## src/rtl/bmed_pkg.sv

```systemverilog
// ----------------------------------------------------------------------------
// Batch median package
// Shared widths, register map, word types and sequencer states.
// ----------------------------------------------------------------------------
package bmed_pkg;

    localparam int MAX_WINDOW_DEF = 32;
    localparam int SAMPLE_W       = 16;
    localparam int BIT_W          = $clog2(SAMPLE_W);
    localparam int WSIZE_W        = 6;
    localparam int PADDR_W        = 3;
    localparam int PDATA_W        = 32;

    localparam logic [WSIZE_W-1:0] WSIZE_RESET     = 6'd32;
    localparam logic [PADDR_W-1:0] REG_WINDOW_SIZE = 3'd0;

    typedef struct packed {
        logic [SAMPLE_W-1:0] sample;
        logic                restart;
    } in_word_t;

    typedef struct packed {
        logic                sample_taken;
        logic                full_res;
        logic [SAMPLE_W-1:0] median;
    } out_word_t;

    typedef enum logic [1:0] {
        ST_IDLE,
        ST_SELECT,
        ST_HOLD
    } state_t;

endpackage

```

## src/rtl/bmed_ram.sv

```systemverilog
// ----------------------------------------------------------------------------
// Batch median sample RAM
// Generic single-write, single-read RAM with registered read data.
// ----------------------------------------------------------------------------
module bmed_ram #(
    parameter int WIDTH = 16,
    parameter int DEPTH = 32,
    parameter int AW    = (DEPTH > 1) ? $clog2(DEPTH) : 1
) (
    input  logic             aclk,
    input  logic             we,
    input  logic [AW-1:0]    waddr,
    input  logic [WIDTH-1:0] wdata,
    input  logic [AW-1:0]    raddr,
    output logic [WIDTH-1:0] rdata
);

    logic [WIDTH-1:0] mem [DEPTH];
    logic [WIDTH-1:0] rdata_reg;

    always_ff @(posedge aclk) begin
        if (we) begin
            mem[waddr] <= wdata;
        end
        rdata_reg <= mem[raddr];
    end

    assign rdata = rdata_reg;

endmodule

```

## src/rtl/batch_median_of_n_core.sv

```systemverilog
// ----------------------------------------------------------------------------
// Batch median of N samples
// Collects samples into a window and reports its median once full.
// ----------------------------------------------------------------------------
// Usage:
//   s_ channel takes one word per sample (sample, restart). m_ channel returns
//   one word per sample (sample_taken, full_res, median). The user must write
//   window_size via the APB port at offset 0 only while idle (not enforced).
// Operation:
//   While the window is not full after a sample, the result word appears
//   on m_ in the cycle after acceptance. When full, the median is found
//   by a bitwise radix select: 16 passes over the N stored samples, one
//   RAM read and one compare per cycle. The single RAM read port sets the
//   pace of the select, during which s_ready is low.
// Reset:
//   Window is emptied, window_size returns to 32, no result pending.
// Stall:
//   A result waits in the output register; a new sample is taken only when
//   that register is empty or being read in the same cycle.
// ----------------------------------------------------------------------------
module batch_median_of_n_core #(
    parameter int MAX_WINDOW = bmed_pkg::MAX_WINDOW_DEF
) (
    input  logic                              aclk,
    input  logic                              aresetn,

    input  logic                              s_valid,
    output logic                              s_ready,
    input  bmed_pkg::in_word_t                s_word,

    output logic                              m_valid,
    input  logic                              m_ready,
    output bmed_pkg::out_word_t               m_word,

    input  logic                              psel,
    input  logic                              penable,
    input  logic                              pwrite,
    input  logic [bmed_pkg::PADDR_W-1:0]      paddr,
    input  logic [bmed_pkg::PDATA_W-1:0]      pwdata,
    output logic [bmed_pkg::PDATA_W-1:0]      prdata,
    output logic                              pready
);

    import bmed_pkg::*;

    localparam int AW = (MAX_WINDOW > 1) ? $clog2(MAX_WINDOW) : 1;
    localparam int CW = $clog2(MAX_WINDOW + 1);
    localparam int SW = (CW > WSIZE_W) ? CW : WSIZE_W;

    state_t              state_reg, state_next;
    logic [WSIZE_W-1:0]  win_size_reg;
    logic [CW-1:0]       fill_reg, fill_next;
    logic                m_valid_reg, m_valid_next;
    out_word_t           m_word_reg, m_word_next;
    logic                taken_reg, taken_next;
    logic [SAMPLE_W-1:0] median_reg, median_next;
    logic [CW-1:0]       idx_reg, idx_next;
    logic [BIT_W-1:0]    bit_reg, bit_next;
    logic [SAMPLE_W-1:0] prefix_reg, prefix_next;
    logic [CW-1:0]       rem_reg, rem_next;
    logic [CW-1:0]       cnt_reg, cnt_next;

    logic                s_fire, out_free;
    logic [SW-1:0]       ws_ext;
    logic [CW-1:0]       size, rank, fill_base, fill_new;
    logic                taken, full_now;
    logic                ram_we;
    logic [SAMPLE_W-1:0] ram_rdata;
    logic [SAMPLE_W:0]   mask_wide;
    logic [SAMPLE_W-1:0] mask, prefix_set;
    logic                hit, pass_end;
    logic [CW-1:0]       cnt_sum;

    // window size saturated to 1..MAX_WINDOW
    assign ws_ext = SW'(win_size_reg);
    always_comb begin
        if (ws_ext == '0) begin
            size = CW'(1);
        end else if (ws_ext > SW'(MAX_WINDOW)) begin
            size = CW'(MAX_WINDOW);
        end else begin
            size = CW'(ws_ext);
        end
    end
    assign rank = size >> 1;

    assign out_free  = !m_valid_reg || m_ready;
    assign s_fire    = s_valid && s_ready;
    assign fill_base = s_word.restart ? '0 : fill_reg;
    assign taken     = fill_base < size;
    assign fill_new  = fill_base + CW'(taken);
    assign full_now  = fill_new >= size;
    assign ram_we    = s_fire && taken;

    bmed_ram #(
        .WIDTH (SAMPLE_W),
        .DEPTH (MAX_WINDOW),
        .AW    (AW)
    ) u_store (
        .aclk  (aclk),
        .we    (ram_we),
        .waddr (fill_base[AW-1:0]),
        .wdata (s_word.sample),
        .raddr (idx_reg[AW-1:0]),
        .rdata (ram_rdata)
    );

    // radix select: count samples matching the prefix above bit with bit clear
    assign mask_wide  = {(SAMPLE_W+1){1'b1}} << ({1'b0, bit_reg} + (BIT_W+1)'(1));
    assign mask       = mask_wide[SAMPLE_W-1:0];
    assign hit        = (idx_reg != '0) && (((ram_rdata ^ prefix_reg) & mask) == '0)
                        && !ram_rdata[bit_reg];
    assign cnt_sum    = cnt_reg + CW'(hit);
    assign pass_end   = idx_reg == size;
    assign prefix_set = prefix_reg | (SAMPLE_W'(1) << bit_reg);

    always_comb begin
        state_next = state_reg;
        case (state_reg)
            ST_IDLE: begin
                if (s_fire && full_now) begin
                    state_next = ST_SELECT;
                end
            end
            ST_SELECT: begin
                if (pass_end && bit_reg == '0) begin
                    state_next = ST_HOLD;
                end
            end
            ST_HOLD: begin
                if (out_free) begin
                    state_next = ST_IDLE;
                end
            end
            default: state_next = ST_IDLE;
        endcase
    end

    always_comb begin
        s_ready = 1'b0;
        case (state_reg)
            ST_IDLE:   s_ready = out_free;
            ST_SELECT: s_ready = 1'b0;
            ST_HOLD:   s_ready = 1'b0;
            default:   s_ready = 1'b0;
        endcase
    end

    always_comb begin
        fill_next    = fill_reg;
        m_valid_next = m_valid_reg;
        m_word_next  = m_word_reg;
        taken_next   = taken_reg;
        median_next  = median_reg;
        idx_next     = idx_reg;
        bit_next     = bit_reg;
        prefix_next  = prefix_reg;
        rem_next     = rem_reg;
        cnt_next     = cnt_reg;

        if (m_valid_reg && m_ready) begin
            m_valid_next = 1'b0;
        end

        case (state_reg)
            ST_IDLE: begin
                if (s_fire) begin
                    fill_next  = fill_new;
                    taken_next = taken;
                    idx_next   = '0;
                    bit_next   = BIT_W'(SAMPLE_W - 1);
                    prefix_next = '0;
                    rem_next   = rank;
                    cnt_next   = '0;
                    if (!full_now) begin
                        m_word_next.sample_taken = taken;
                        m_word_next.full_res     = 1'b0;
                        m_word_next.median       = '0;
                        m_valid_next             = 1'b1;
                    end
                end
            end
            ST_SELECT: begin
                if (pass_end) begin
                    if (rem_reg >= cnt_sum) begin
                        prefix_next = prefix_set;
                        rem_next    = rem_reg - cnt_sum;
                    end
                    idx_next = '0;
                    cnt_next = '0;
                    bit_next = bit_reg - BIT_W'(1);
                    if (bit_reg == '0) begin
                        median_next = (rem_reg >= cnt_sum) ? prefix_set : prefix_reg;
                    end
                end else begin
                    idx_next = idx_reg + CW'(1);
                    cnt_next = cnt_sum;
                end
            end
            ST_HOLD: begin
                if (out_free) begin
                    m_word_next.sample_taken = taken_reg;
                    m_word_next.full_res     = 1'b1;
                    m_word_next.median       = median_reg;
                    m_valid_next             = 1'b1;
                end
            end
            default: ;
        endcase
    end

    always_ff @(posedge aclk) begin
        if (!aresetn) begin
            state_reg    <= ST_IDLE;
            fill_reg     <= '0;
            m_valid_reg  <= 1'b0;
            win_size_reg <= WSIZE_RESET;
        end else begin
            state_reg   <= state_next;
            fill_reg    <= fill_next;
            m_valid_reg <= m_valid_next;
            if (psel && penable && pwrite && pready && paddr == REG_WINDOW_SIZE) begin
                win_size_reg <= pwdata[WSIZE_W-1:0];
            end
        end
    end

    always_ff @(posedge aclk) begin
        m_word_reg <= m_word_next;
        taken_reg  <= taken_next;
        median_reg <= median_next;
        idx_reg    <= idx_next;
        bit_reg    <= bit_next;
        prefix_reg <= prefix_next;
        rem_reg    <= rem_next;
        cnt_reg    <= cnt_next;
    end

    assign m_valid = m_valid_reg;
    assign m_word  = m_word_reg;
    assign pready  = 1'b1;
    assign prdata  = (paddr == REG_WINDOW_SIZE) ? PDATA_W'(win_size_reg) : '0;

    a_fill_bound: assert property (@(posedge aclk) disable iff (!aresetn)
        fill_reg <= CW'(MAX_WINDOW))
        else $error("fill count beyond window depth");

    a_restart_one: assert property (@(posedge aclk) disable iff (!aresetn)
        s_fire && s_word.restart |=> fill_reg == CW'(1))
        else $error("restart did not leave exactly one sample");

    a_median_zero: assert property (@(posedge aclk) disable iff (!aresetn)
        m_valid && !m_word.full_res |-> m_word.median == '0)
        else $error("median nonzero while window not full");

    a_drop_full: assert property (@(posedge aclk) disable iff (!aresetn)
        m_valid && !m_word.sample_taken |-> m_word.full_res)
        else $error("sample dropped while window not full");

    a_select_busy: assert property (@(posedge aclk) disable iff (!aresetn)
        state_reg == ST_SELECT |-> !s_ready && !ram_we)
        else $error("input taken during median select");

endmodule
```

## config.mk

```make
export PLATFORM = sky130hd
export DESIGN_NAME = batch_median_of_n_core
export DESIGN_NICKNAME = d
export VERILOG_FILES = /design/src/rtl/bmed_pkg.sv /design/src/rtl/bmed_ram.sv /design/src/rtl/batch_median_of_n_core.sv
export SDC_FILE = /design/constraint.sdc
export NUM_CORES = 1
export LEC_CHECK = 0
export BUFFER_PORTS_ARGS = -buffer_cell sky130_fd_sc_hd__buf_4
export CAP_MARGIN = 5
export CORE_ASPECT_RATIO = 1.75
export CORE_MARGIN = 2
export CORE_UTILIZATION = 40
export DETAILED_ROUTE_END_ITERATION = 10
export PLACE_DENSITY = 0.52
export SYNTH_ARGS = -nofsm -noshare
export SYNTH_HDL_FRONTEND = slang
export SYNTH_SLANG_ARGS = --single-unit
```

## constraint.sdc

```tcl
create_clock -name aclk -period 5.8 [get_ports aclk]
set_input_delay 0.87 -clock aclk [delete_from_list [all_inputs] [get_ports aclk]]
set_output_delay 0.87 -clock aclk [all_outputs]
set_load 0.01 [all_outputs]
```

==> out/qor.csv, run 1 <==
metric,value,unit
fin nets,1451,
Pwr per Cell Area,325.3,mW/mm2
"CP delay by family, top",compound AO/OA/AOI/OAI gates,
CP Class,reg2reg,
largest net degree at the start of global routing,102,
drt total wl,56380,um
initial antenna violation count,1,
# setup viols final,0,
Synth Register Bits,616,
Die Span Y,335.1,um
GRT Overall Usage,0.1796,
Worst EP required,6.11,ns
buffer levels on the longest clock path,3,
Unique masters post-synth,53,
Area growth syn-to-layout,12.95,%
Place WS,0.6438,ns
CP Buf/Inv Count,2,
fin crit share,0.8799,
num rows,121,
detailed-route via count,11910,
vias in the first global route,12810,
CTS tree,yes,
arrival time worst endpoint,5.42,ns
Slew headroom,0.2628,
input/output buffers,58,
Worst Tran Pin Value,1.106,ns
worst hold path class,reg2reg,
Ys Warns,0,
RePlAce Congestion,0.7955,
max reg flops,512,
Leak,9.123,nW
initial drt markers,714,
Post-synth ARST share,0,
Pre-antenna DRT Iters,5,
Worst-path clk slew,0.07,ns
setup slack after layout,0.6964,ns
Ports,112,
worst clock skew,0.01423,ns
startpoint type of the worst setup path,register,
"EDFF count, synth",585,
Util after Layout,0.4559,
number of remaining DRC errors,0,
"commonest non-fill, non-tap cells in the layout","585 x edfxtp_1, 165 x mux4_2, 104 x buf_4, 55 x clkbuf_16, 46 x nand2_1",
global-route wire length before repair,83510,um
Sink Count,616,
share of cells above drive strength 1,0.2877,
total gr overflow,0,
Final Hold Fails,0,
status,"complete, no violations",
fmax,195.9,MHz
CP max stage delay,0.70,ns
Post-Syn Instances,1265,
Chip Width,193.2,um
sequential area share after synthesis,0.7259,
Post CTS Setup Buffer Count,0,
Mean Syn Cell Area,19.81,um2
"commonest non-fill, non-tap cell in the layout",edfxtp_1,
Starting Density,0.4036,
crit-path max FO,15,
CP max stage cell,edfxtp_1,
area of the multi-input gates,0.006544,mm2
# H-tree levels,2,
top_reg_cell synth,edfxtp_1,
DP Wirelength,34610,um
Avg WL per Cell,25.58,um
RSZ-0062 raised after global routing,false,
most used cell along the critical path,ha_1,
Hold Buf Count CTS,0,
post-CTS sizing,0,
Maximum Capacitance Violations,0,
nature of the critical path endpoint,register,
die area,0.06473,mm2
Tmin final,5.104,ns
Final Max Tran Viols,0,
Mapped Area,0.02505,mm2
fillcell total,5297,
root buf cell,clkbuf_16,
Post-DRT Antenna Nets,0,
Worst-Skew Late Latency,0.61,ns
CP Cell Sequence,inv_1 > ha_1 > o22ai_1 > a2111oi_0 > o21ai_1 > nor2_1 > ha_1 > ha_1 > fa_1 > nand2b_1 > a21oi_1 > a311o_1 > a21o_1 > nand2_1 > o21ai_0 > buf_4,
worst vdd ir,218.8,uV
CTS buffer count,54,
Storage cell area,0.01819,mm2
Core ar.,0.06207,mm2
setup TNS,0,ns
DR vias/cell,5.403,
kinds of logic (layout without fill, tap and decap cells):
| logic type | count (synthesis) | after routing | synth area share |
|---|---|---|---|
| flip-flops | 616 | 616 | 0.7259 |
| AND/OR/NAND/NOR | 201 | 201 | 0.04105 |
| multiplexers | 188 | 188 | 0.1583 |
| buffers and inverters | 111 | 225 | 0.02337 |
| AO/OA/AOI/OAI | 80 | 80 | 0.02237 |
| XOR/XNOR | 34 | 34 | 0.01189 |
| adder cells (fa/ha/maj) | 33 | 33 | 0.01678 |
| other | 2 | 28 | 0.0002998 |
Yosys cell counts (3+ instances only):
library cell | number | area (um2)
buf_4 | 31 | 232.7
nor3_1 | 37 | 185.2
edfxtp_1 | 585 | 17570
clkbuf_1 | 41 | 153.9
nand2b_1 | 7 | 43.79
a22o_1 | 4 | 35.03
dfxtp_1 | 31 | 620.6
buf_2 | 6 | 30.03
buf_1 | 8 | 30.03
a31oi_1 | 4 | 25.02
buf_6 | 6 | 67.56
o31ai_1 | 4 | 30.03
mux4_2 | 165 | 3716
xor2_1 | 13 | 113.9
nand3_1 | 9 | 45.04
a31o_2 | 5 | 43.79
nor4_1 | 3 | 18.77
o21a_1 | 4 | 30.03
o211ai_1 | 4 | 30.03
a211oi_1 | 3 | 22.52
o22ai_1 | 3 | 18.77
o21bai_1 | 12 | 90.09
mux2i_1 | 7 | 70.07
and3_1 | 7 | 43.79
nor3b_1 | 7 | 52.55
o21ai_0 | 14 | 70.07
xnor2_1 | 21 | 183.9
and2_1 | 31 | 193.9
nor2_1 | 31 | 116.4
nand2_1 | 46 | 172.7
ha_1 | 32 | 400.4
nor2b_1 | 16 | 100.1
a21boi_0 | 6 | 45.04
inv_1 | 18 | 67.56
a21oi_1 | 6 | 30.03
mux2_2 | 16 | 180.2
power breakdown:
group,switching (mW),leakage [nW],internal [mW]
registers,0.0445,5.57,4.94
logic,0.385,2.72,0.315
clock network,1.61,0.836,1.91
total,2.04,9.12,7.16
worst paths after layout:
kind                                  start  slack, ns  cells after the start           to
worst max-delay path             bit_reg[0]       0.70                     16   rem_reg[2]
worst min register to register  fill_reg[0]       0.47                      2  fill_reg[0]
worst max register to register   bit_reg[0]       0.70                     16   rem_reg[2]
worst min-delay path            fill_reg[0]       0.47                      2  fill_reg[0]
through the flow:
| stage | instances | total power [mW] | hold slack, ns | instance area (um2) |
|---|---|---|---|---|
| final | 2204 | 9.206 | 0.4748 | 28300 |
| after global routing | 2204 | 9.521 | 0.4870 | 28300 |
| after CTS | 2203 | 9.325 | 0.4699 | 28300 |
| after detailed placement | 2102 | 5.799 | 0.4680 | 26600 |
| after global placement | 2102 | 5.788 | 0.4725 | 26600 |
| after floorplan | 1290 | 5.548 | 0.4468 | 25150 |
cell type report:
| type | count | area share |
|---|---|---|
| clock inverters | 29 | 0.008268 |
| multi-input cells | 563 | 0.2312 |
| clock buffers | 72 | 0.05160 |
| repair buffers | 105 | 0.02830 |
| flip-flops and latches | 616 | 0.6427 |
| well taps | 799 | 0.03533 |
| inverters | 19 | 0.002520 |
| diodes | 1 | 0.00008843 |
worst reg2reg max path, cell delays in order, from the launching register on:
cell       delay, ns
edfxtp_1        0.70
inv_1           0.20
ha_1            0.44
o22ai_1         0.11
a2111oi_0       0.55
o21ai_1         0.10
nor2_1          0.28
ha_1            0.31
ha_1            0.22
fa_1            0.39
nand2b_1        0.20
a21oi_1         0.21
a311o_1         0.15
a21o_1          0.51
nand2_1         0.10
o21ai_0         0.15
buf_4           0.19
routing by layer:
layer  vias to the layer above  track usage  wire, um
met5                         -            0         0
met4                         0      0.06625      1883
met3                        96      0.02101      1673
met2                       224       0.3347     31710
met1                      6334       0.2087     21110
li1                       5254            -         -
Power figures use the tool's default switching activity.
==> run 2: changes to the inputs <==
Settings changed: BUFFER_PORTS_ARGS -buffer_cell sky130_fd_sc_hd__buf_4 to unset, DONT_BUFFER_PORTS set to 1, PLACE_DENSITY 0.52 to 0.5, RECOVER_POWER set to 100.
==> run 2 against run 1 <==
The run now ends with capacitance limit, slew limit left; clock skew rose by 0.0080 ns; fmax fell by 3.2%; wire length rose by 2.2%; clock-buffer cell count fell by 9; via count fell by 1.8%; combinational power fell by 14%; first-iteration DRC count fell by 4.2%; utilization fell by 0.77 points; final cell count fell by 2.6%; sequential power barely moved; critical path type unchanged.
==> out/qor.csv, run 2 (synthesis results as in run 1) <==
metric,value,unit,change
status,"complete, but fails checks",,
failing checks,"capacitance limit, slew limit",,
Die Span Y,335.1,um,unchanged
fin nets,1393,,-4.0%
vias in the first global route,12580,,-1.8%
max reg flops,512,,unchanged
Antenna Cells,0,,-1
Switch Pwr,2.021,mW,-1.1%
Worst-Skew Late Latency,0.61,ns,about the same
DP Wirelength,35120,um,+1.5%
total gr overflow,0,,unchanged
drt total wl,57610,um,+2.2%
input/output buffers,0,,-100%
Hold Buf Count CTS,0,,unchanged
RR Startpoint,bit_reg[0],,
Clock power frac,0.410,,+0.027
CTS tree,yes,,
Min Hold Slack,0.3586,ns,-0.1162 ns
global-route wire length before repair,84770,um,+1.5%
Reg power frac,0.526,,-0.015
Avg WL per Cell,26.83,um,+4.9%
die area,0.06473,mm2,unchanged
Maximum Capacitance Violations,11,,+11
startpoint type of the worst setup path,register,,
final cell count without fillers,2147,,-2.6%
Pre-antenna DRT Iters,5,,unchanged
"Design Area, Final",0.02782,mm2,-1.7%
initial drt markers,684,,-4.2%
"CP delay by family, top",compound AO/OA/AOI/OAI gates,,
GRT Overall Usage,0.1829,,+0.003380
crit-path max FO,15,,unchanged
CP max stage delay,0.70,ns,about the same
worst vdd ir,207.4,uV,-5.2%
placed cells,2043,,-2.8%
CP Class,reg2reg,,
CP Cell Sequence,inv_1 > ha_1 > o22ai_1 > a2111oi_0 > o21ai_1 > nor2_1 > ha_1 > ha_1 > fa_1 > nand2b_1 > a21oi_1 > a311o_1 > a21o_1 > nand2_1 > o31ai_1,,
reg-to-reg critical path endpoint,prefix_reg[12],,
Ports,112,,unchanged
DR vias/cell,5.447,,+0.82%
Worst EP required,6.21,ns,+0.10 ns
Area growth syn-to-layout,11.04,%,
CTS buffer count,55,,+1.9%
Post-DRT Antenna Nets,0,,unchanged
dpl cell area,0.02616,mm2,-1.7%
worst clock skew,0.02225,ns,+0.008022 ns
buffer levels on the longest clock path,3,,unchanged
largest net degree at the start of global routing,90,,-12%
Leak,8.759,nW,-4.0%
CP max stage cell,edfxtp_1,,
Place WS,0.5499,ns,-0.09386 ns
Comb pwr share,0.063,,-0.013
Slew headroom,-1.188,,-1.451
setup TNS,0,ns,unchanged
CP Buf/Inv Count,1,,-1
# setup viols final,0,,unchanged
Worst-path clk slew,0.07,ns,about the same
detailed-route via count,11700,,-1.8%
RePlAce Congestion,0.7999,,+0.55%
# H-tree levels,2,,unchanged
RSZ-0062 raised after global routing,false,,
share of cells above drive strength 1,0.2174,,-0.07039
Final Hold Fails,0,,unchanged
arrival time worst endpoint,5.68,ns,+0.26 ns
post-CTS sizing,0,,unchanged
root buf cell,clkbuf_16,,
"commonest non-fill, non-tap cells in the layout","585 x edfxtp_1, 165 x mux4_2, 56 x clkbuf_16, 46 x nand2_1, 41 x clkbuf_1",,
Final Max Tran Viols,210,,+210
Pwr per Cell Area,341.4,mW/mm2,+4.9%
R2R setup slack,0.53,ns,-0.17 ns
Switching Share,0.2128,,-0.009129
Post CTS Setup Buffer Count,0,,unchanged
"commonest non-fill, non-tap cell in the layout",edfxtp_1,,
initial antenna violation count,0,,-1
Sink Count,616,,unchanged
fmax,189.7,MHz,-3.2%
number of cells on the critical path,15,,-1
most used cell along the critical path,ha_1,,
worst hold path class,in2reg,,
number of remaining DRC errors,0,,unchanged
Core ar.,0.06207,mm2,unchanged
nature of the critical path endpoint,register,,
R2R cell count,15,,-1
Starting Density,0.4036,,unchanged
hold depth,0,,-2
num rows,121,,unchanged
Tmin final,5.272,ns,+0.1681 ns
"Endpoint, Worst Hold",u_store.mem[12][0],,
hold path startpoint,s_word[1],,
fin crit share,0.9089,,+0.02898
setup slack after layout,0.5283,ns,-0.1681 ns
Chip Width,193.2,um,unchanged
Internal,7.476,mW,+4.4%
Worst Tran Pin Value,3.282,ns,+2.176 ns
-- run 2: cell types whose count changed in the layout (fill, tap and decap cells not counted), sizes merged --
cell and delta:
bufinv +7, diode -1, clkbuf +27, clkinv +2, buf -95, inv +1, clkinvlp +2
-- run 2: worst max path at each step --
stage,end,slack [ns],from
final,prefix_reg[12],0.53,bit_reg[0]
after global routing,prefix_reg[12],0.03,bit_reg[0]
after CTS,prefix_reg[12],0.48,bit_reg[0]
after detailed placement,prefix_reg[12],0.55,bit_reg[0]
after global placement,rem_reg[3],0.56,bit_reg[0]
after floorplan,m_word[0],0.92,s_word[0]
-- run 2: routing by layer --
metal,up-vias,GRT usage,wire length [um]
li1,5146,-,-
met1,6236,0.2077,21240
met2,229,0.3478,32850
met3,84,0.02216,1809
met4,0,0.06286,1706
met5,-,0,0
-- run 2: area by class of cell --
class,count,area (um2)
Tap cell,799,999.7
Timing Repair Buffer,46,222.7
Inverter,19,71.32
Multi-Input combinational cell,563,6409
Clock buffer,63,1448
Sequential cell,616,18190
Clock inverter,41,481.7
Fill cell,5329,34250
-- run 2: power by group through the flow --
stage | Sequential (mW) | Clock (mW) | Combinational, mW
finish | 5.00 | 3.90 | 0.602
global route | 5.00 | 4.15 | 0.655
CTS | 5.00 | 4.00 | 0.624
detailed placement | 5.10 | 0 | 0.622
global placement | 5.09 | 0 | 0.623
floorplan | 5.07 | 0 | 0.479
-- run 2: per-stage QoR --
stage                       util  total power, mW
after floorplan                -            5.548
after global placement    0.4215            5.717
after detailed placement  0.4215            5.720
after CTS                 0.4526            9.623
after global routing      0.4482            9.811
final                     0.4482            9.497
